--- config.mk ---
export PLATFORM = sky130hd
export DESIGN_NAME = hpqr_front
export DESIGN_NICKNAME = d
export VERILOG_FILES = /design/src/rtl/hpqr_pkg.sv /design/src/rtl/hpqr_front.sv
export SDC_FILE = /design/constraint.sdc
export NUM_CORES = 1
export LEC_CHECK = 0
export BUFFER_PORTS_ARGS = -buffer_cell sky130_fd_sc_hd__buf_2
export CELL_PAD_IN_SITES_DETAIL_PLACEMENT = 1
export CELL_PAD_IN_SITES_GLOBAL_PLACEMENT = 1
export CORE_AREA = 2 2 157 159
export CTS_BUF_LIST = sky130_fd_sc_hd__clkbuf_8 sky130_fd_sc_hd__clkbuf_16
export DETAILED_ROUTE_END_ITERATION = 16
export DIE_AREA = 0 0 159 161
export HOLD_SLACK_MARGIN = 0.12
export PLACE_DENSITY_LB_ADDON = 0.1
export SYNTH_ARGS = -nofsm -noshare
export SYNTH_HDL_FRONTEND = slang
export SYNTH_SLANG_ARGS = --single-unit
--- constraint.sdc ---
create_clock -name clock -period 18.35 [get_ports clock]
set_input_delay 3.67 -clock clock [delete_from_list [all_inputs] [get_ports clock]]
set_output_delay 3.67 -clock clock [all_outputs]
set_load 0.01 [all_outputs]
--- src/rtl/hpqr_pkg.sv ---
`timescale 1ns / 1ps

package hpqr_pkg;

   // configuration port
   localparam int CFG_W       = 7;
   localparam int CSR_INDEX_W = 1;

   typedef enum logic [CSR_INDEX_W-1:0] {
      CSR_MAP_WIDTH  = 1'b0,
      CSR_MAP_HEIGHT = 1'b1
   } csr_index_type;

   localparam logic [CFG_W-1:0] SIDE_RESET = 7'd64;
   localparam int               SIDE_MIN   = 3;

   // quarter-pixel coordinate width
   localparam int QUARTER_W = 8;

   function automatic int col_bits(input int max_side);
      col_bits = $clog2(max_side);
   endfunction

   function automatic int side_bits(input int max_side);
      side_bits = $clog2(max_side + 1);
   endfunction

   function automatic int addr_bits(input int max_side);
      addr_bits = $clog2(max_side * max_side);
   endfunction

   // address, column, row, score, error, positive, refine
   function automatic int job_bits(input int max_side, input int sample_bits);
      job_bits = addr_bits(max_side) + 2 * col_bits(max_side) + sample_bits + 3;
   endfunction

   // x, y, score, error
   function automatic int rsp_bits(input int sample_bits);
      rsp_bits = 2 * QUARTER_W + sample_bits + 1;
   endfunction

endpackage

--- src/rtl/hpqr_front.sv ---
`timescale 1ns / 1ps

module hpqr_front #(
   parameter int MAX_SIDE    = 64,
   parameter int SAMPLE_BITS = 16
) (
   input  logic                                     clock,
   input  logic                                     reset,
   input  logic                                     csr_write,
   input  logic [hpqr_pkg::CSR_INDEX_W-1:0]         csr_index,
   input  logic [hpqr_pkg::CFG_W-1:0]               csr_data,
   input  logic signed [SAMPLE_BITS-1:0]            req_sample,
   input  logic                                     req_last,
   input  logic                                     push,
   output logic                                     full,
   output logic                                     job_push,
   output logic [hpqr_pkg::job_bits(MAX_SIDE, SAMPLE_BITS)-1:0] job_data,
   input  logic                                     job_full,
   input  logic                                     reads_done,
   output logic                                     refine_pending,
   output logic                                     store_we,
   output logic [hpqr_pkg::addr_bits(MAX_SIDE)-1:0] store_waddr,
   output logic [SAMPLE_BITS-1:0]                   store_wdata
);
   import hpqr_pkg::*;

   localparam int COL_W     = col_bits(MAX_SIDE);
   localparam int SIDE_W    = side_bits(MAX_SIDE);
   localparam int ADDR_W    = addr_bits(MAX_SIDE);
   localparam int COUNT_MAX = 2 * MAX_SIDE * MAX_SIDE - 1;
   localparam int CNT_W     = $clog2(COUNT_MAX + 1);

   typedef struct packed {
      logic [ADDR_W-1:0]             addr;
      logic [COL_W-1:0]              col;
      logic [COL_W-1:0]              row;
      logic signed [SAMPLE_BITS-1:0] score;
      logic                          err;
      logic                          positive;
      logic                          refine;
   } job_type;

   logic [CFG_W-1:0]              width_reg_ff;
   logic [CFG_W-1:0]              height_reg_ff;
   logic [COL_W-1:0]              col_ff;
   logic [SIDE_W-1:0]             row_ff;
   logic [CNT_W-1:0]              count_ff;
   logic signed [SAMPLE_BITS-1:0] best_ff;
   logic [COL_W-1:0]              best_col_ff;
   logic [COL_W-1:0]              best_row_ff;
   logic [ADDR_W-1:0]             best_addr_ff;
   logic                          pending_ff;

   logic [SIDE_W-1:0]             w;
   logic [SIDE_W-1:0]             h;
   logic                          accept;
   logic                          wrap0;
   logic [COL_W-1:0]              col0;
   logic [SIDE_W-1:0]             row0;
   logic                          in_map;
   logic [ADDR_W-1:0]             waddr;
   logic                          take;
   logic signed [SAMPLE_BITS-1:0] best_in;
   logic [COL_W-1:0]              best_col_in;
   logic [COL_W-1:0]              best_row_in;
   logic [ADDR_W-1:0]             best_addr_in;
   logic [CNT_W-1:0]              count_in;
   logic [SIDE_W-1:0]             col1;
   logic                          wrap1;
   logic [COL_W-1:0]              col_in;
   logic [SIDE_W-1:0]             row_in;
   logic [2*SIDE_W-1:0]           area;
   job_type                       job;

   function automatic logic [SIDE_W-1:0] side_of(input logic [CFG_W-1:0] r);
      if (int'(r) < SIDE_MIN) begin
         side_of = SIDE_W'(SIDE_MIN);
      end else if (int'(r) > MAX_SIDE) begin
         side_of = SIDE_W'(MAX_SIDE);
      end else begin
         side_of = SIDE_W'(r);
      end
   endfunction

   assign w      = side_of(width_reg_ff);
   assign h      = side_of(height_reg_ff);
   assign full   = job_full | pending_ff;
   assign accept = push & ~full;

   always_comb begin
      // a width shrink since the last item can leave the column out of range
      wrap0 = (SIDE_W'(col_ff) >= w);
      col0  = wrap0 ? '0 : col_ff;
      row0  = (wrap0 && row_ff < SIDE_W'(MAX_SIDE)) ? row_ff + 1'b1 : row_ff;
      in_map = (row0 < h);
      waddr  = ADDR_W'(int'(row0) * MAX_SIDE + int'(col0));
      take   = in_map && (count_ff == '0 || req_sample > best_ff);

      best_in      = take ? req_sample : best_ff;
      best_col_in  = take ? col0 : best_col_ff;
      best_row_in  = take ? COL_W'(row0) : best_row_ff;
      best_addr_in = take ? waddr : best_addr_ff;

      count_in = (count_ff < CNT_W'(COUNT_MAX)) ? count_ff + 1'b1 : count_ff;

      col1   = SIDE_W'(col0) + SIDE_W'(1);
      wrap1  = (col1 >= w);
      col_in = wrap1 ? '0 : COL_W'(col1);
      row_in = (wrap1 && row0 < SIDE_W'(MAX_SIDE)) ? row0 + 1'b1 : row0;

      area = (2*SIDE_W)'(w) * (2*SIDE_W)'(h);

      job.addr     = best_addr_in;
      job.col      = best_col_in;
      job.row      = best_row_in;
      job.score    = best_in;
      job.err      = ((2*SIDE_W+CNT_W)'(count_in) != (2*SIDE_W+CNT_W)'(area));
      job.positive = (best_in > 0);
      job.refine   = job.positive && !job.err
                     && best_col_in > COL_W'(1)
                     && (SIDE_W'(best_col_in) + SIDE_W'(1)) < w
                     && best_row_in > COL_W'(1)
                     && (SIDE_W'(best_row_in) + SIDE_W'(1)) < h;
   end

   assign job_push       = accept & req_last;
   assign job_data       = job;
   assign refine_pending = pending_ff;
   assign store_we       = accept & in_map;
   assign store_waddr    = waddr;
   assign store_wdata    = req_sample;

   always_ff @(posedge clock) begin
      if (reset) begin
         width_reg_ff  <= SIDE_RESET;
         height_reg_ff <= SIDE_RESET;
         col_ff        <= '0;
         row_ff        <= '0;
         count_ff      <= '0;
         best_ff       <= {1'b1, {(SAMPLE_BITS-1){1'b0}}};
         best_col_ff   <= '0;
         best_row_ff   <= '0;
         best_addr_ff  <= '0;
         pending_ff    <= 1'b0;
      end else begin
         if (csr_write) begin
            case (csr_index)
               CSR_MAP_WIDTH:  width_reg_ff  <= csr_data;
               CSR_MAP_HEIGHT: height_reg_ff <= csr_data;
               default: ;
            endcase
         end
         if (accept) begin
            if (req_last) begin
               col_ff       <= '0;
               row_ff       <= '0;
               count_ff     <= '0;
               best_ff      <= {1'b1, {(SAMPLE_BITS-1){1'b0}}};
               best_col_ff  <= '0;
               best_row_ff  <= '0;
               best_addr_ff <= '0;
            end else begin
               col_ff       <= col_in;
               row_ff       <= row_in;
               count_ff     <= count_in;
               best_ff      <= best_in;
               best_col_ff  <= best_col_in;
               best_row_ff  <= best_row_in;
               best_addr_ff <= best_addr_in;
            end
         end
         // hold off new samples until the neighbors of a refined peak are read
         if (job_push && job.refine) begin
            pending_ff <= 1'b1;
         end else if (reads_done) begin
            pending_ff <= 1'b0;
         end
      end
   end

endmodule

==> impl_metrics.ini, run 1 <==
[routing]
wl_per_cell_um = 18.3
wl_um = 24700
ant_nets = 0
routed_via_density = 5.19
remaining_drc_errors = 0
first_pass_iters = 4
vias = 7015
dr.first_iter.drc_count = 300

[logic_synthesis]
synth_top_area_frac = 0.209
synthTopCellsByArea = dfxtp_1 21%, ha_1 14%, fa_1 6.2%
yosysWarningCount = 0
ys_seq_area_frac = 0.209
synth_area_per_cell_um2 = 8.09
ys_async_sr_fraction = 0
synth.net_count = 1103
ys_types = 75
synth_edf_count = 0
synth_top_flop_cell = dfxtp_1
synth.cell_area_um2 = 7770
yosys.area.top_type = dfxtp_1
synth_seq_cells = 81
synthCells = 960

[timing]
holdWs_ns = 0.468
setup_tns_ns = 0
period_share = 0.704
skew_ns = 0.0131
relSlewSlack = 0.390
finalHoldViolCount = 0
worst_pin_slew_ns = 0.908
finalMaxSlewViolations = 0
setup_slack_ns = 5.44
setup_violations = 0
post-route-min-period_ns = 12.91
fmax_mhz = 77.5
rsz0062_at_grt = no

[clock_tree]
cts_max_level = 3
clock_sinks = 81
post_cts_resized = 0
post_cts_buffers = 0
clk_pin_slew_worst_paths_ns = 0.06
cts_tree = built
cts_buffer_depth = 2
root_buffer = clkbuf_16
cts_made_buffers = 9
cts_hold_buf = 0
clk_latency_ns = 0.35

[setup_path]
max_stage_delay_ns = 0.54
required_ns = 14.68
r2r_start = width_reg_ff[6]$_SDFFE_PP1P_
timing.rr.end = refine_pending$_SDFFE_PP0P_
path_delay_family = simple AND/OR/NAND/NOR gates
crit_arrival_ns = 9.24
path_cells = buf_2 -> ha_1 -> nand4_1 -> nor3_1 -> nor2_1 -> or3_1 -> a31oi_1 -> or2_2 -> buf_4 -> mux2i_1 -> inv_1 -> ha_1 -> xor2_1 -> ha_1 -> a211oi_1 -> o21ai_0 -> a2111oi_0 -> nand2_1 -> nor4_2 -> buf_2
path_buf_inv = 4
reg2reg_slack_ns = 9.50
critPathKind = input pin to primary output
worstRegToRegCells = 28
cp_max_fo = 29
cpMostUsedCell = ha_1
start_kind = input pin
crit_slowest_cell = mux2i_1
cp-end-kind = primary output

[hold_path]
worstHoldPathCells = 2
hold_path_class = register to register
hold_path_end = height_reg_ff[0]$_SDFFE_PP0P_
hp-start = height_reg_ff[0]$_SDFFE_PP0P_

[die]
dieArea_um2 = 25600
num_rows = 57
die_h_um = 161
dieWidth_um = 159
io_pins = 106
core_um2 = 24000
initial_core_util = 0.324

[global_route]
top_usage_layer = met2
grt_pass1_wl_um = 40300
grt_max_degree = 67
antenna_found_initial = 0
overflow = 0
gr-usage-met3 = 0.0226
grtUsageMet1 = 0.280
grt_pass1_vias = 7230
grt_use_total = 0.196
use_met2 = 0.322

[layout]
multi_input_area_um2 = 5560
post-route-util = 0.366
area_growth_pct = 12.8
drive_gt1_frac = 0.186
layout.filler_cells = 2952
nNetsFinal = 1166
finalInstanceArea_um2 = 8760
final_cells = 1351
num_antenna_cells = 0
seq_area_um2 = 1620

[pwr]
cellLeakagePower_nw = 3.86
peakVddDrop_mv = 0.0438
power_density_nw_per_um2 = 52.9
total_power_uw = 463

[placed_design]
port_buffers = 105
dp_cells = 1336
hpwl_um = 19100
place_congestion = 0.776
place_ws_ns = 5.38
dpl_cell_area_um2 = 8450

[job]
maxCapViolCount = 0

[run_status]
status = completed
-- routing by layer --
| layer | share of wire | vias up |
|---|---|---|
| li1 | - | 3491 |
| met1 | 0.51 | 3432 |
| met2 | 0.46 | 80 |
| met3 | 0.022 | 12 |
| met4 | 0.0076 | 0 |
| met5 | 0 | - |
-- state kept, by name, indices dropped and copies added (netlist names) --
signal / flops
best_addr_ff: 12
row_ff: 7
refine_pending: 1
best_col_ff: 6
col_ff: 6
best_row_ff: 6
best_ff: 16
count_ff: 13
height_reg_ff: 7
width_reg_ff: 7
-- kinds of logic (layout without fill, tap and decap cells) --
kind of cell	count (synthesis)	after routing	synth area share
DFF	81	81	0.209
and+or+nand+nor	340	340	0.218
adders and majority gates	112	112	0.204
buffers and inverters	138	205	0.0767
AOI/OAI and AO/OA	192	192	0.169
muxes	49	49	0.0686
xor gates and xnor gates	48	48	0.0551
-- placed cells by master (no fill, tap or decap), drive strengths merged, types with 6 or more instances in the layout --
master / n
nor2: 129
buf: 111
ha: 88
dfxtp: 81
inv: 79
nand2: 71
a21oi: 50
a22oi: 42
xnor2: 34
mux2: 34
o21ai: 27
nand3: 25
fa: 24
nor3: 23
nor4: 17
mux2i: 15
xor2: 14
nor2b: 12
and3: 11
a22o: 10
nand4: 10
clkbuf: 9
nand2b: 8
a21o: 8
or3: 8
a211oi: 8
a31oi: 6
o31ai: 6
-- cell usage after synthesis, types with 9 or more instances --
| master | count |
|---|---|
| mux2_2 | 34 |
| nand2_1 | 70 |
| and3_1 | 11 |
| mux2i_1 | 15 |
| xnor2_1 | 34 |
| buf_2 | 11 |
| dfxtp_1 | 81 |
| a21oi_1 | 50 |
| a22o_1 | 10 |
| ha_1 | 88 |
| xor2_1 | 13 |
| clkbuf_1 | 31 |
| nand3_1 | 22 |
| nor2b_1 | 12 |
| inv_1 | 78 |
| o21ai_0 | 24 |
| fa_1 | 24 |
| nand4_1 | 9 |
| buf_4 | 17 |
| nor2_1 | 126 |
| a22oi_1 | 42 |
| nor3_1 | 23 |
| nor4_1 | 13 |
-- final cells by class --
cell class | instances | area share
Timing Repair Buffer | 111 | 0.0651
Clock buffer | 9 | 0.0257
Sequential cell | 81 | 0.185
Tap cell | 324 | 0.0463
Clock inverter | 6 | 0.00971
Inverter | 79 | 0.0338
Multi-Input combinational cell | 741 | 0.634
-- power by group --
part,total [mW],internal [mW],leakage [nW],switching [mW]
combinational,0.0829,0.0313,3.05,0.0516
sequential,0.182,0.179,0.655,0.00353
clock,0.198,0.118,0.153,0.0797
total,0.463,0.328,3.86,0.135
-- worst min-delay path, stage by stage, from the launching register on --
cell     delay [ns]
dfxtp_1        0.31
nand2_1        0.05
a21oi_1        0.06
-- worst max path at each step --
stage	slack, ns	depth (start not counted)	end	startpoint
finish	5.44	20	job_data[0]	req_sample[14]
global route	4.57	29	job_data[0]	width_reg_ff[6]$_SDFFE_PP1P_
CTS	5.36	20	job_data[0]	req_sample[15]
detailed placement	5.38	20	job_data[0]	req_sample[15]
global placement	5.56	20	job_data[0]	req_sample[15]
floorplan	6.88	19	job_data[0]	req_sample[14]
Power figures use the tool's default switching activity.
==> run 2: changes to the inputs <==
Clock period 18.35 ns to 11.5 ns, I/O delays scaled along.
==> run 2 against run 1 <==
Count of clock-buffer cells in the layout up 1; routed wire length rose by 1.5%; core utilization about the same; critical path type is now register to primary output; largest cell class unchanged.
==> impl_metrics.ini, run 2 (synthesis gave the netlist of run 1 again) <==
[setup_path]
r2r_start = width_reg_ff[2]$_SDFFE_PP0P_
reg2reg_slack_ns = 3.53
cp_max_fo = 28
crit_arrival_ns = 8.23
cp-end-kind = primary output
worstRegToRegCells = 29
cpMostUsedCell = nand2_1
required_ns = 9.20
critPathKind = register to primary output
timing.rr.end = refine_pending$_SDFFE_PP0P_
startpoint = width_reg_ff[2]$_SDFFE_PP0P_
max_stage_delay_ns = 0.59
start_kind = register
crit_slowest_cell = a211oi_4
crit_end = job_data[0]

[timing]
fmax_mhz = 95.0
setup_violations = 0
finalHoldViolCount = 0
rsz0062_at_grt = no
relSlewSlack = 0.357
setup_tns_ns = 0
skew_ns = 0.00421
holdWs_ns = 0.468
finalMaxSlewViolations = 0
period_share = 0.916
post-route-min-period_ns = 10.53
worst_pin_slew_ns = 0.965

[global_route]
grt_max_degree = 81
grt_use_total = 0.197
overflow = 0
grt_pass1_wl_um = 40100
antenna_found_initial = 0
grt_pass1_vias = 7078

[layout]
nNetsFinal = 1167
layout.filler_cells = 2934
drive_gt1_frac = 0.188
num_antenna_cells = 0
largest_reg_flops = 16
final_common_cell = nor2_1
largestRegisters = best_ff (16), count_ff (13), best_addr_ff (12)
regMostFlops = best_ff
final_cells = 1353
area_growth_pct = 12.9
finalInstanceArea_um2 = 8770
final_cell_mix = 125 x nor2_1, 105 x buf_2, 88 x ha_1

[clock_tree]
cts_made_buffers = 9
clock_sinks = 81
clk_latency_ns = 0.35
root_buffer = clkbuf_16
cts_tree = built
cts_buffer_depth = 2
cts_max_level = 3
clk_pin_slew_worst_paths_ns = 0.06

[die]
num_rows = 57
dieArea_um2 = 25600
core_um2 = 24000
io_pins = 106
die_h_um = 161
dieWidth_um = 159
initial_core_util = 0.324

[routing]
dr.first_iter.drc_count = 380
wl_per_cell_um = 18.5
wl_um = 25000
first_pass_iters = 4
vias = 7035
ant_nets = 0
routed_via_density = 5.20
remaining_drc_errors = 0

[run_status]
status = completed

[pwr]
power_density_nw_per_um2 = 83.4
cellLeakagePower_nw = 3.86
total_power_uw = 732
peakVddDrop_mv = 0.0584

[placed_design]
dpl_cell_area_um2 = 8460
port_buffers = 105
dp_cells = 1337
place_congestion = 0.805
hpwl_um = 19500

[job]
maxCapViolCount = 0

[hold_path]
worstHoldPathCells = 2
hold_path_class = register to register
[run 2: cell types whose count changed in the layout (fill, tap and decap cells not counted), sizes merged]
cell / previous run / this run
clkbuf: 9 / 10
buf: 111 / 112
inv: 79 / 80
bufinv: 2 / 1
[run 2: repair_timing]
item	4_1_cts	5_1_grt
resized for setup	0	1
endpoints found under the setup margin	0	1
buffers inserted	0	0
hold buffers	0	0
[run 2: per-layer routing]
layer / track usage / up-vias / wire (µm)
met5: 0 / - / 0
met4: 0.0430 / 0 / 253
met3: 0.0259 / 15 / 680
met2: 0.329 / 87 / 11700
met1: 0.271 / 3428 / 12400
li1: - / 3505 / -
[run 2: stage by stage]
stage	worst slack, ns	util
6_report	0.969	0.366
5_1_grt	0.201	0.366
4_1_cts	0.642	0.366
3_5_place_dp	1.04	0.353
3_3_place_gp	1.32	0.353
2_1_floorplan	2.74	-
[run 2: worst min-delay path by stage]
stage	startpoint	endpoint	slack [ns]
floorplan	height_reg_ff[0]$_SDFFE_PP0P_	height_reg_ff[0]$_SDFFE_PP0P_	0.44
global placement	col_ff[0]$_SDFFE_PP0P_	col_ff[0]$_SDFFE_PP0P_	0.46
detailed placement	height_reg_ff[1]$_SDFFE_PP0P_	height_reg_ff[1]$_SDFFE_PP0P_	0.46
CTS	height_reg_ff[1]$_SDFFE_PP0P_	height_reg_ff[1]$_SDFFE_PP0P_	0.47
global route	col_ff[0]$_SDFFE_PP0P_	col_ff[0]$_SDFFE_PP0P_	0.50
finish	height_reg_ff[1]$_SDFFE_PP0P_	height_reg_ff[1]$_SDFFE_PP0P_	0.47
[run 2: layout make-up]
type	count	area (µm²)	area share
repair buffers	112	578	0.0659
flip-flops and latches	81	1620	0.185
clock inverters	6	67.6	0.00770
well taps	324	405	0.0462
inverters	79	297	0.0338
clock buffers	10	239	0.0272
multi-input cells	741	5560	0.634
[run 2: power breakdown]
group | leakage, nW | switching, mW | internal [mW]
combinational | 3.06 | 0.0832 | 0.0507
sequential | 0.655 | 0.00561 | 0.285
clock | 0.150 | 0.132 | 0.175
[run 2: worst max-delay path: cells and delay by family (launching register included)]
family	cells	cell delay [ns]
buf+inv	5	1.00
simple gates	12	2.65
fa+ha+maj	3	0.84
flops	1	0.33
mux	1	0.44
compound gates	8	2.38
xor+xnor	1	0.21
