===== src/rtl/hpqr_pkg.sv =====
`timescale 1ns / 1ps

package hpqr_pkg;

   // configuration port
   localparam int CFG_W       = 7;
   localparam int CSR_INDEX_W = 1;

   typedef enum logic [CSR_INDEX_W-1:0] {
      CSR_MAP_WIDTH  = 1'b0,
      CSR_MAP_HEIGHT = 1'b1
   } csr_index_type;

   localparam logic [CFG_W-1:0] SIDE_RESET = 7'd64;
   localparam int               SIDE_MIN   = 3;

   // quarter-pixel coordinate width
   localparam int QUARTER_W = 8;

   function automatic int col_bits(input int max_side);
      col_bits = $clog2(max_side);
   endfunction

   function automatic int side_bits(input int max_side);
      side_bits = $clog2(max_side + 1);
   endfunction

   function automatic int addr_bits(input int max_side);
      addr_bits = $clog2(max_side * max_side);
   endfunction

   // address, column, row, score, error, positive, refine
   function automatic int job_bits(input int max_side, input int sample_bits);
      job_bits = addr_bits(max_side) + 2 * col_bits(max_side) + sample_bits + 3;
   endfunction

   // x, y, score, error
   function automatic int rsp_bits(input int sample_bits);
      rsp_bits = 2 * QUARTER_W + sample_bits + 1;
   endfunction

endpackage


===== src/rtl/hpqr_back.sv =====
`timescale 1ns / 1ps

module hpqr_back #(
   parameter int MAX_SIDE    = 64,
   parameter int SAMPLE_BITS = 16
) (
   input  logic                                     clock,
   input  logic                                     reset,
   input  logic                                     job_empty,
   input  logic [hpqr_pkg::job_bits(MAX_SIDE, SAMPLE_BITS)-1:0] job_data,
   output logic                                     job_pop,
   output logic [hpqr_pkg::addr_bits(MAX_SIDE)-1:0] store_raddr,
   input  logic [SAMPLE_BITS-1:0]                   store_rdata,
   output logic                                     reads_done,
   output logic                                     res_push,
   output logic [hpqr_pkg::rsp_bits(SAMPLE_BITS)-1:0] res_data,
   input  logic                                     res_full
);
   import hpqr_pkg::*;

   localparam int COL_W  = col_bits(MAX_SIDE);
   localparam int ADDR_W = addr_bits(MAX_SIDE);
   localparam int QSUM_W = COL_W + QUARTER_W;

   typedef struct packed {
      logic [ADDR_W-1:0]             addr;
      logic [COL_W-1:0]              col;
      logic [COL_W-1:0]              row;
      logic signed [SAMPLE_BITS-1:0] score;
      logic                          err;
      logic                          positive;
      logic                          refine;
   } job_type;

   typedef struct packed {
      logic [QUARTER_W-1:0]          x;
      logic [QUARTER_W-1:0]          y;
      logic signed [SAMPLE_BITS-1:0] score;
      logic                          err;
   } res_type;

   typedef enum logic [1:0] {
      ST_IDLE,
      ST_READ,
      ST_LAST,
      ST_PUSH
   } state_type;

   // neighbor slots in read order
   localparam logic [1:0] NB_RIGHT = 2'd0;
   localparam logic [1:0] NB_LEFT  = 2'd1;
   localparam logic [1:0] NB_DOWN  = 2'd2;
   localparam logic [1:0] NB_UP    = 2'd3;

   state_type                     state_ff;
   logic [1:0]                    idx_ff;
   job_type                       job_ff;
   logic signed [SAMPLE_BITS-1:0] nb_ff [4];

   job_type                       job_in;
   logic [1:0]                    dx;
   logic [1:0]                    dy;
   logic [QSUM_W-1:0]             xsum;
   logic [QSUM_W-1:0]             ysum;
   res_type                       res;

   assign job_in     = job_type'(job_data);
   assign job_pop    = (state_ff == ST_IDLE) && !job_empty;
   assign reads_done = (state_ff == ST_READ) && (idx_ff == NB_UP);
   assign res_push   = (state_ff == ST_PUSH) && !res_full;

   always_comb begin
      case (idx_ff)
         NB_RIGHT: store_raddr = job_ff.addr + ADDR_W'(1);
         NB_LEFT:  store_raddr = job_ff.addr - ADDR_W'(1);
         NB_DOWN:  store_raddr = job_ff.addr + ADDR_W'(MAX_SIDE);
         NB_UP:    store_raddr = job_ff.addr - ADDR_W'(MAX_SIDE);
         default:  store_raddr = job_ff.addr;
      endcase
   end

   always_comb begin
      dx = 2'b00;
      dy = 2'b00;
      if (job_ff.refine) begin
         if (nb_ff[NB_RIGHT] > nb_ff[NB_LEFT]) begin
            dx = 2'b01;
         end else if (nb_ff[NB_RIGHT] < nb_ff[NB_LEFT]) begin
            dx = 2'b11;
         end
         if (nb_ff[NB_DOWN] > nb_ff[NB_UP]) begin
            dy = 2'b01;
         end else if (nb_ff[NB_DOWN] < nb_ff[NB_UP]) begin
            dy = 2'b11;
         end
      end
      xsum = (QSUM_W'(job_ff.col) << 2) + {{(QSUM_W-2){dx[1]}}, dx};
      ysum = (QSUM_W'(job_ff.row) << 2) + {{(QSUM_W-2){dy[1]}}, dy};
      res.x     = job_ff.positive ? xsum[QUARTER_W-1:0] : '0;
      res.y     = job_ff.positive ? ysum[QUARTER_W-1:0] : '0;
      res.score = job_ff.score;
      res.err   = job_ff.err;
   end

   assign res_data = res;

   always_ff @(posedge clock) begin
      if (reset) begin
         state_ff <= ST_IDLE;
         idx_ff   <= NB_RIGHT;
      end else begin
         case (state_ff)
            ST_IDLE: begin
               if (!job_empty) begin
                  job_ff   <= job_in;
                  idx_ff   <= NB_RIGHT;
                  state_ff <= job_in.refine ? ST_READ : ST_PUSH;
               end
            end
            ST_READ: begin
               // read data is registered, so it arrives in the cycle after its address
               if (idx_ff != NB_RIGHT) begin
                  nb_ff[idx_ff - 1'b1] <= store_rdata;
               end
               idx_ff <= idx_ff + 1'b1;
               if (idx_ff == NB_UP) begin
                  state_ff <= ST_LAST;
               end
            end
            ST_LAST: begin
               nb_ff[NB_UP] <= store_rdata;
               state_ff     <= ST_PUSH;
            end
            ST_PUSH: begin
               if (!res_full) begin
                  state_ff <= ST_IDLE;
               end
            end
            default: state_ff <= ST_IDLE;
         endcase
      end
   end

endmodule

===== config.mk =====
export PLATFORM = sky130hd
export DESIGN_NAME = hpqr_back
export DESIGN_NICKNAME = d
export VERILOG_FILES = /design/src/rtl/hpqr_pkg.sv /design/src/rtl/hpqr_back.sv
export SDC_FILE = /design/constraint.sdc
export NUM_CORES = 1
export LEC_CHECK = 0
export BUFFER_PORTS_ARGS = -buffer_cell sky130_fd_sc_hd__buf_2
export CAP_MARGIN = 20
export CELL_PAD_IN_SITES_DETAIL_PLACEMENT = 0
export CELL_PAD_IN_SITES_GLOBAL_PLACEMENT = 2
export CORE_MARGIN = 10
export CORE_UTILIZATION = 37
export DETAILED_ROUTE_END_ITERATION = 10
export GPL_ROUTABILITY_DRIVEN = 0
export PLACE_DENSITY_LB_ADDON = 0.1
export SLEW_MARGIN = 10
export SYNTH_ARGS = -nofsm -noshare
export SYNTH_HDL_FRONTEND = slang
export SYNTH_SLANG_ARGS = --single-unit

===== constraint.sdc =====
create_clock -name clock -period 4.5 [get_ports clock]
set_input_delay 0.675 -clock clock [delete_from_list [all_inputs] [get_ports clock]]
set_output_delay 0.675 -clock clock [all_outputs]
set_load 0.005 [all_outputs]

==> impl_metrics.tcl, run 1 <==
set metrics [dict create \
    outcome "complete, no violations" \
    cts_root_buf "clkbuf_16" \
    maxSlewHeadroom_pct 37.48 \
    yosysSeqAreaShare_pct 55.86 \
    clock-sinks 111 \
    syn_area_um2 5896 \
    grt_usage_pct 12.03 \
    dr.pass1.iters 4 \
    cp-start-kind "flop" \
    layout_commonest_cell "buf_2" \
    cts-hold-fix-buffers 0 \
    grt_pass1_wl_um 20390 \
    power.density_nw_per_um2 410.2 \
    setup_viol 0 \
    initial_core_util_pct 37.38 \
    ys_types 53 \
    fin_ws_ns 0.4296 \
    vias 3882 \
    synth_top_cell_by_area "edfxtp_1" \
    drc 0 \
    crit_start "nb_ff[0][7]" \
    p_leak_nw 2.930 \
    layout-drive-gt1-share_pct 25.30 \
    area.sequential_um2 3293 \
    antenna_found_initial 0 \
    wl_met1_um 5956 \
    fin_util_pct 43.94 \
    holdCritStartpoint "job_data[7]" \
    period_share_pct 90.45 \
    fin_crit_ns 4.070 \
    die_area_um2 21380 \
    hold_viol 0 \
    setup_tns_ns 0 \
    syn_avg_cell_area_um2 12.18 \
    drtAntennaViolNets 0 \
    r2r_start "idx_ff[0]" \
    grt_pass1_vias 4064 \
    critPathCaptureType "primary output" \
    async_flop_share_pct 0 \
    routed_wl_um 12820 \
    worstPathRequired_ns 3.83 \
    nFillCells 1549 \
    synthFlopType "edfxtp_1" \
    fin_nets 715 \
    io_pins 111 \
    cts_tree "yes" \
    path_class "reg2out" \
    worst_pin_slew_ns 0.9368 \
    numCtsBuffers 9 \
    dp_hpwl_um 9992 \
    fin_worst_skew_ns 0.005536 \
    grt.overflow.total 0 \
    routed-wl-met2_um 6084 \
    rows 46 \
    h-tree-depth 3 \
    antennaDiodeCount 0 \
    die_y_um 146.2 \
    clk_pin_slew_ns 0.08 \
    yosysWarningCount 0 \
    mostFrequentLayoutCells "buf_2, edfxtp_1, ha_1" \
    slew_violations 0 \
    drt-vias-per-instance 4.799 \
    synth_top_area_share_pct 54.50 \
    rsz0062_at_grt "false" \
    wl_met3_um 609 \
    fmax_ghz 0.2457 \
    min_path_type "in2reg" \
    drt-initial-drc-count 110 \
    areaGrowthSynthToFinish_pct 17.53 \
    drv_cap 0 \
    grt_max_degree 23 \
    critPathArrivalTime_ns 3.40 \
    synth_seq_cells 111 \
    fp.dieW_um 146.2 \
    dr.max_layer_used "met4" \
    multi_input_area_um2 2271 \
    synth_fp_nets 611 \
    place_ws_ns 0.7019 \
    clk_latency_ns 0.35 \
    io_buffers 110 \
    wl_per_cell_um 15.85 \
    clockBufferDepth 2 \
    synth_edf_count 107 \
    synth_area_leaders "edfxtp_1, ha_1, inv_1" \
    crit_fanout 6 \
    synthCells 484 \
    vdd_ir_drop_max_v 0.0002309 \
    core_um2 15770 \
]
Yosys cell counts (2+ instances only):
cell type,number
and2_1,7
clkbuf_1,3
o21ai_0,26
nor2_1,27
dfxtp_1,4
a31oi_1,2
xnor2_1,5
ha_1,62
nand3_1,5
a21oi_1,22
buf_4,17
o22ai_2,2
nand4_1,5
o31ai_1,4
nand2b_1,7
a21oi_2,2
a21boi_0,5
and3_1,4
a211oi_1,5
a22oi_1,2
fa_1,2
o211ai_1,3
edfxtp_1,107
or2_2,5
nor4_1,2
a31o_2,3
o21bai_1,2
nor3b_1,6
nor3_1,11
nand2_1,21
inv_1,55
o21a_1,4
xor2_1,7
nor2b_1,6
a21o_1,5
mux2i_1,6
or3_1,7
area by class of cell:
| class | instances | share of cell area [%] |
|---|---|---|
| repair buffers | 113 | 8.270 |
| flip-flops and latches | 111 | 47.53 |
| well taps | 216 | 3.900 |
| clock buffers | 9 | 3.250 |
| inverters | 56 | 3.034 |
| clock inverters | 7 | 1.246 |
| multi-input cells | 297 | 32.77 |
per-layer routing:
layer / global-route usage [%] / up-vias
li1: - / 1957
met1: 14.74 / 1829
met2: 19.70 / 84
met3: 3.646 / 12
met4: 4.154 / 0
met5: 0 / -
power by group:
group / internal, mW / switching (mW) / total (mW)
Sequential: 1.23 / 0.0399 / 1.27
Clock: 0.446 / 0.380 / 0.826
Combinational: 0.329 / 0.417 / 0.746
Total: 2.00 / 0.837 / 2.84
worst max-delay path: stages, from the launching register on:
cell	delay [ns]
edfxtp_1	0.38
ha_1	0.30
nand4_1	0.08
or2_2	0.29
o21bai_1	0.19
a31oi_2	0.35
nor2_1	0.15
xor2_1	0.17
ha_1	0.25
or3_1	0.31
a31oi_1	0.23
mux2i_1	0.20
buf_2	0.15
sequential cells by signal (all words and copies together) (netlist names):
| name | flops |
|---|---|
| job_ff | 26 |
| idx_ff | 2 |
| nb_ff | 64 |
| res_data | 17 |
| state_ff | 2 |
stage by stage:
stage	hold slack, ns	area [um^2]	power (mW)	std cells
5_1_grt	0.4690	6929	3.032	809
3_3_place_gp	0.5261	6618	2.045	793
3_5_place_dp	0.5374	6618	2.052	793
4_1_cts	0.4723	6929	2.895	809
2_1_floorplan	0.4933	5896	1.789	484
6_report	0.4930	6929	2.842	809
kinds of logic after synthesis:
kind of cell               synth area share, %
DFF                                      55.86
muxes                                    1.019
xor gates and xnor gates                 1.783
buffers and inverters                    5.921
adders and majority gates                13.84
AOI/OAI and AO/OA                        11.18
and+or+nand+nor                          10.40
what timing repair did:
action	4_1_cts	5_1_grt
setup endpoints to repair	0	1
gates resized for setup	0	1
buffers inserted	0	0
path summary, 6_finish.rpt:
kind	slack, ns	end	cells after the start
setup reg to reg	2.14	nb_ff[1][11]	6
hold / removal	0.49	res_data[5]	1
hold reg to reg	0.55	state_ff[1]	2
setup / recovery	0.43	res_data[31]	12
(Power assumes the default switching activity.)
==> inputs of run 2 (changes only) <==
- CORE_UTILIZATION: 37 -> 40
- clock period: 4.5 -> 4.9 ns (I/O delays scaled with it)
==> run 2 against run 1 <==
Against the previous run: final area shrank 0.90%; global-route usage rose by 0.48 points; non-clock buffer count rose by 1; clock power is 16% lower; die area shrank 6.5%; power fell by 11%; sequential share of layout area up 0.43 points; sequential power down 8%; clock-buffer cell count unchanged; via count fell by 0.18%; critical path depth is the same; first-iteration DRC count rose by 19%; critical path type unchanged; largest cell class unchanged; highest routed layer unchanged.
==> impl_metrics.tcl, run 2 (synthesis gave the netlist of run 1 again) <==
set metrics [dict create \
    outcome "complete, no violations" \
    grt.overflow.total 0 \
    crit_fanout 5 \
    mostFrequentLayoutCells "buf_2, edfxtp_1, ha_1" \
    fin_area_um2 6867 \
    cts_resized 0 \
    crit_start "nb_ff[0][11]" \
    fmax_ghz 0.2398 \
    fin_nets 716 \
    p_total_mw 2.542 \
    dp_cells 762 \
    regMostFlops "nb_ff" \
    drtAntennaViolNets 0 \
    p_switching_mw 0.7596 \
    critPathCaptureType "primary output" \
    io_buffers 110 \
    vdd_ir_drop_max_v 0.0002643 \
    routed_wl_um 12590 \
    r2r_slack_ns 2.58 \
    drc 0 \
    dr.pass1.iters 4 \
    clk_pin_slew_ns 0.07 \
    clockBufferDepth 2 \
    areaGrowthSynthToFinish_pct 16.47 \
    r2r_start "idx_ff[0]" \
    period_share_pct 85.09 \
    place_area_um2 6583 \
    slew_violations 0 \
    pwr-share-clk_pct 27.1 \
    combinationalPowerShare_pct 26.9 \
    cts_root_buf "clkbuf_16" \
    final_cells 780 \
    place_ws_ns 1.074 \
    power.density_nw_per_um2 370.3 \
    antenna_found_initial 2 \
    dp_hpwl_um 9809 \
    grt_pass1_wl_um 19970 \
    largest_reg_flops 64 \
    rsz0062_at_grt "false" \
    reg2reg_to "nb_ff[3][13]" \
    cts-hold-fix-buffers 0 \
    core_um2 14480 \
    drt-vias-per-instance 4.968 \
    cp-start-kind "flop" \
    initial_core_util_pct 40.72 \
    reg2regPathDepth 5 \
    hold_viol 0 \
    vias 3875 \
    numCtsBuffers 9 \
    fp.dieW_um 141.4 \
    min_path_type "reg2reg" \
    fin_crit_ns 4.169 \
    drt-initial-drc-count 131 \
    fin_ws_ns 0.7306 \
    layout-drive-gt1-share_pct 25.25 \
    h-tree-depth 3 \
    whs_ns 0.5528 \
    io_pins 111 \
    rows 44 \
    cts_tree "yes" \
    grt_usage_pct 12.51 \
    worst_pin_slew_ns 0.9265 \
    clk_latency_ns 0.35 \
    setup_tns_ns 0 \
    grt_max_degree 44 \
    p_leak_nw 2.921 \
    worstPathRequired_ns 4.16 \
    path_class "reg2out" \
    cp-endpoint "res_data[31]" \
    critPathArrivalTime_ns 3.43 \
    fin_util_pct 47.42 \
    cell_internal_pwr_mw 1.783 \
    min_delay_path_depth 2 \
    wl_per_cell_um 16.14 \
    setup_viol 0 \
    pwr-share-seq_pct 45.9 \
    swShare_pct 29.88 \
    die_y_um 141.4 \
    maxSlewHeadroom_pct 38.17 \
    nFillCells 1329 \
    die_area_um2 20000 \
    layout_commonest_cell "buf_2" \
    clock-sinks 111 \
    fin_worst_skew_ns 0.004807 \
    grt_pass1_vias 4045 \
    cts_setup_buffers 0 \
    drv_cap 0 \
]
## run 2: cell count changes in the layout (fill, tap and decap cells not counted), sizes merged
cell | previous run | this run
inv | 60 | 59
buf | 113 | 114
bufinv | 1 | 0
diode | 0 | 2
clkinv | 2 | 4
## run 2: worst max-delay path: stages, from the launching register on
cell and delay (ns):
edfxtp_1 0.37, ha_1 0.32, a21oi_2 0.16, o22ai_2 0.09
nor4b_4 0.34, o21ai_0 0.26, nor2_1 0.28, xor2_1 0.10
ha_1 0.24, or3_1 0.31, a31oi_1 0.23, mux2i_1 0.23
buf_2 0.15
## run 2: final cells by class
| class | instances | area [um^2] | area share, % |
|---|---|---|---|
| inverters | 56 | 210.2 | 3.061 |
| flip-flops and latches | 111 | 3293 | 47.96 |
| multi-input cells | 297 | 2268 | 33.04 |
| diodes | 2 | 5.005 | 0.07289 |
| repair buffers | 114 | 580.6 | 8.455 |
| clock inverters | 7 | 53.80 | 0.7835 |
| clock buffers | 9 | 225.2 | 3.280 |
| well taps | 184 | 230.2 | 3.353 |
## run 2: worst min path at each step
stage	start	endpoint	slack, ns
final	state_ff[1]	state_ff[1]	0.55
after global routing	job_data[17]	res_data[15]	0.54
after CTS	job_data[42]	job_ff[42]	0.53
after detailed placement	state_ff[1]	state_ff[1]	0.54
after global placement	state_ff[1]	state_ff[1]	0.53
after floorplan	state_ff[1]	state_ff[1]	0.49
## run 2: power groups by stage
stage               Clock (mW)  Sequential, mW  Combinational (mW)
finish                   0.690            1.17               0.684
CTS                      0.719            1.17               0.701
global route             0.752            1.18               0.776
floorplan                    0            1.18               0.463
detailed placement           0            1.19               0.693
global placement             0            1.19               0.685
## run 2: routing by layer
metal	track usage [%]	wire [um]
met4	3.927	151
met5	0	0
met2	20.32	5971
met3	3.939	715
met1	15.51	5753
==> inputs of run 3 (changes only) <==
--- a/constraint.sdc
+++ b/constraint.sdc
@@ -3,2 +3,2 @@
 set_output_delay 0.735 -clock clock [all_outputs]
-set_load 0.005 [all_outputs]
+set_load 0.01 [all_outputs]
==> run 3 against run 2 <==
Against the previous run: power rose by 3.7%; combinational power grew 5.7%; clock power increased by 8.1%; utilization is 0.17 points higher; critical path depth is the same; clock skew about the same; sequential share of layout area down 0.17 points; wire length rose by 0.40%; worst setup slack got worse by 0.072 ns.
==> impl_metrics.tcl, run 3 (synthesis gave the netlist of run 1 again) <==
set metrics [dict create \
    reg2reg_to "nb_ff[3][13]" \
    fin_worst_skew_ns 0.005015 \
    fp.dieW_um 141.4 \
    reg2regPathDepth 5 \
    vdd_ir_drop_max_v 0.0002547 \
    power.density_nw_per_um2 382.5 \
    min_path_type "in2reg" \
    fmax_ghz 0.2358 \
    routed-wl-met2_um 5972 \
    routed_wl_um 12640 \
    initial_core_util_pct 40.72 \
    worstPathRequired_ns 4.16 \
    critPathArrivalTime_ns 3.51 \
    cp-endpoint "res_data[31]" \
    grt.overflow.total 0 \
    die_area_um2 20000 \
    cp_cell_sequence "ha_1 > a21oi_2 > o22ai_2 > nor4b_4 > o21ai_0 > nor2_1 > xor2_1 > ha_1 > or3_1 > a31oi_1 > mux2i_1 > buf_2" \
    h-tree-depth 3 \
    setup_viol 0 \
    outcome "complete, no violations" \
    p_total_mw 2.636 \
    final_cells 780 \
    whs_ns 0.5515 \
    r2r_slack_ns 2.61 \
    hold_viol 0 \
    wl_met3_um 656 \
    cts-hold-fix-buffers 0 \
    clk_latency_ns 0.35 \
    mostFrequentLayoutCells "buf_2, edfxtp_1, ha_1" \
    cp-start-kind "flop" \
    clockBufferDepth 2 \
    cts_setup_buffers 0 \
    io_buffers 110 \
    slew_violations 0 \
    rsz0062_at_grt "false" \
    critPathSlowestCell "edfxtp_1" \
    min_delay_path_depth 1 \
    drv_cap 0 \
    drt-initial-drc-count 122 \
    worst_pin_slew_ns 0.9338 \
    p_leak_nw 2.926 \
    nFillCells 1358 \
    max_stage_delay_ns 0.37 \
    cts_resized 0 \
    drc 0 \
    path_class "reg2out" \
    clk_pin_slew_ns 0.07 \
    drtAntennaViolNets 0 \
    numCtsBuffers 9 \
    drt-vias-per-instance 5.023 \
    r2r_start "idx_ff[0]" \
    crit_fanout 5 \
    cpMostUsedCell "ha_1" \
    grt_pass1_wl_um 20130 \
    wl_per_cell_um 16.21 \
    core_um2 14480 \
    period_share_pct 86.55 \
    vias 3918 \
    largest_reg_flops 64 \
    dp_hpwl_um 9825 \
    antenna_found_initial 1 \
    dr.pass1.iters 4 \
    areaGrowthSynthToFinish_pct 16.89 \
    grt_max_degree 44 \
    area.sequential_um2 3293 \
    dr.max_layer_used "met4" \
    regMostFlops "nb_ff" \
    cts_root_buf "clkbuf_16" \
    layout-drive-gt1-share_pct 25.08 \
    grt_pass1_vias 4081 \
    layout_commonest_cell "buf_2" \
    clock-sinks 111 \
    dp_cells 762 \
    io_pins 111 \
    rows 44 \
    grt_usage_pct 12.62 \
    fin_nets 716 \
    setup_tns_ns 0 \
    die_y_um 141.4 \
    multi_input_area_um2 2268 \
    wl_met1_um 5835 \
    maxSlewHeadroom_pct 37.68 \
    crit_start "nb_ff[0][11]" \
    critPathCaptureType "primary output" \
    cts_tree "yes" \
    fin_crit_ns 4.241 \
]
## run 3: stage by stage
step	setup WS [ns]	cell area, um^2	util (%)
after floorplan	1.420	5896	-
after global placement	1.093	6583	45.46
after detailed placement	1.032	6583	45.46
after CTS	0.6082	6887	47.56
after global routing	0.3519	6887	47.56
final	0.6589	6892	47.60
## run 3: per-layer routing
metal	up-vias	global-route usage, %
met5	-	0
met4	0	4.250
met3	12	3.905
met2	74	20.42
met1	1864	15.66
li1	1968	-
## run 3: final cells by class
class,instances,area share (%)
clock inverters,7,1.144
clock buffers,9,3.268
diodes,2,0.07262
flip-flops and latches,111,47.79
well taps,184,3.341
inverters,56,3.050
multi-input cells,297,32.92
repair buffers,114,8.424
## run 3: worst min-delay path by stage
stage | startpoint | end | slack, ns
5_1_grt | job_data[18] | res_data[16] | 0.53
4_1_cts | job_data[42] | job_ff[42] | 0.53
3_3_place_gp | state_ff[1] | state_ff[1] | 0.53
3_5_place_dp | state_ff[1] | state_ff[1] | 0.54
2_1_floorplan | state_ff[1] | state_ff[1] | 0.49
6_report | job_data[42] | job_ff[42] | 0.55
## run 3: report_power, final
part / internal, mW / switching [mW]
Clock: 0.404 / 0.342
Sequential: 1.13 / 0.0369
Combinational: 0.304 / 0.419
## run 3: worst max-delay path, delay by kind of cell (launching register included)
kind,cells,cell delay [ns]
simple gates,3,0.94
compound gates,4,0.76
fa+ha+maj,2,0.56
flops,1,0.37
mux,1,0.25
buf+inv,1,0.17
xor+xnor,1,0.10
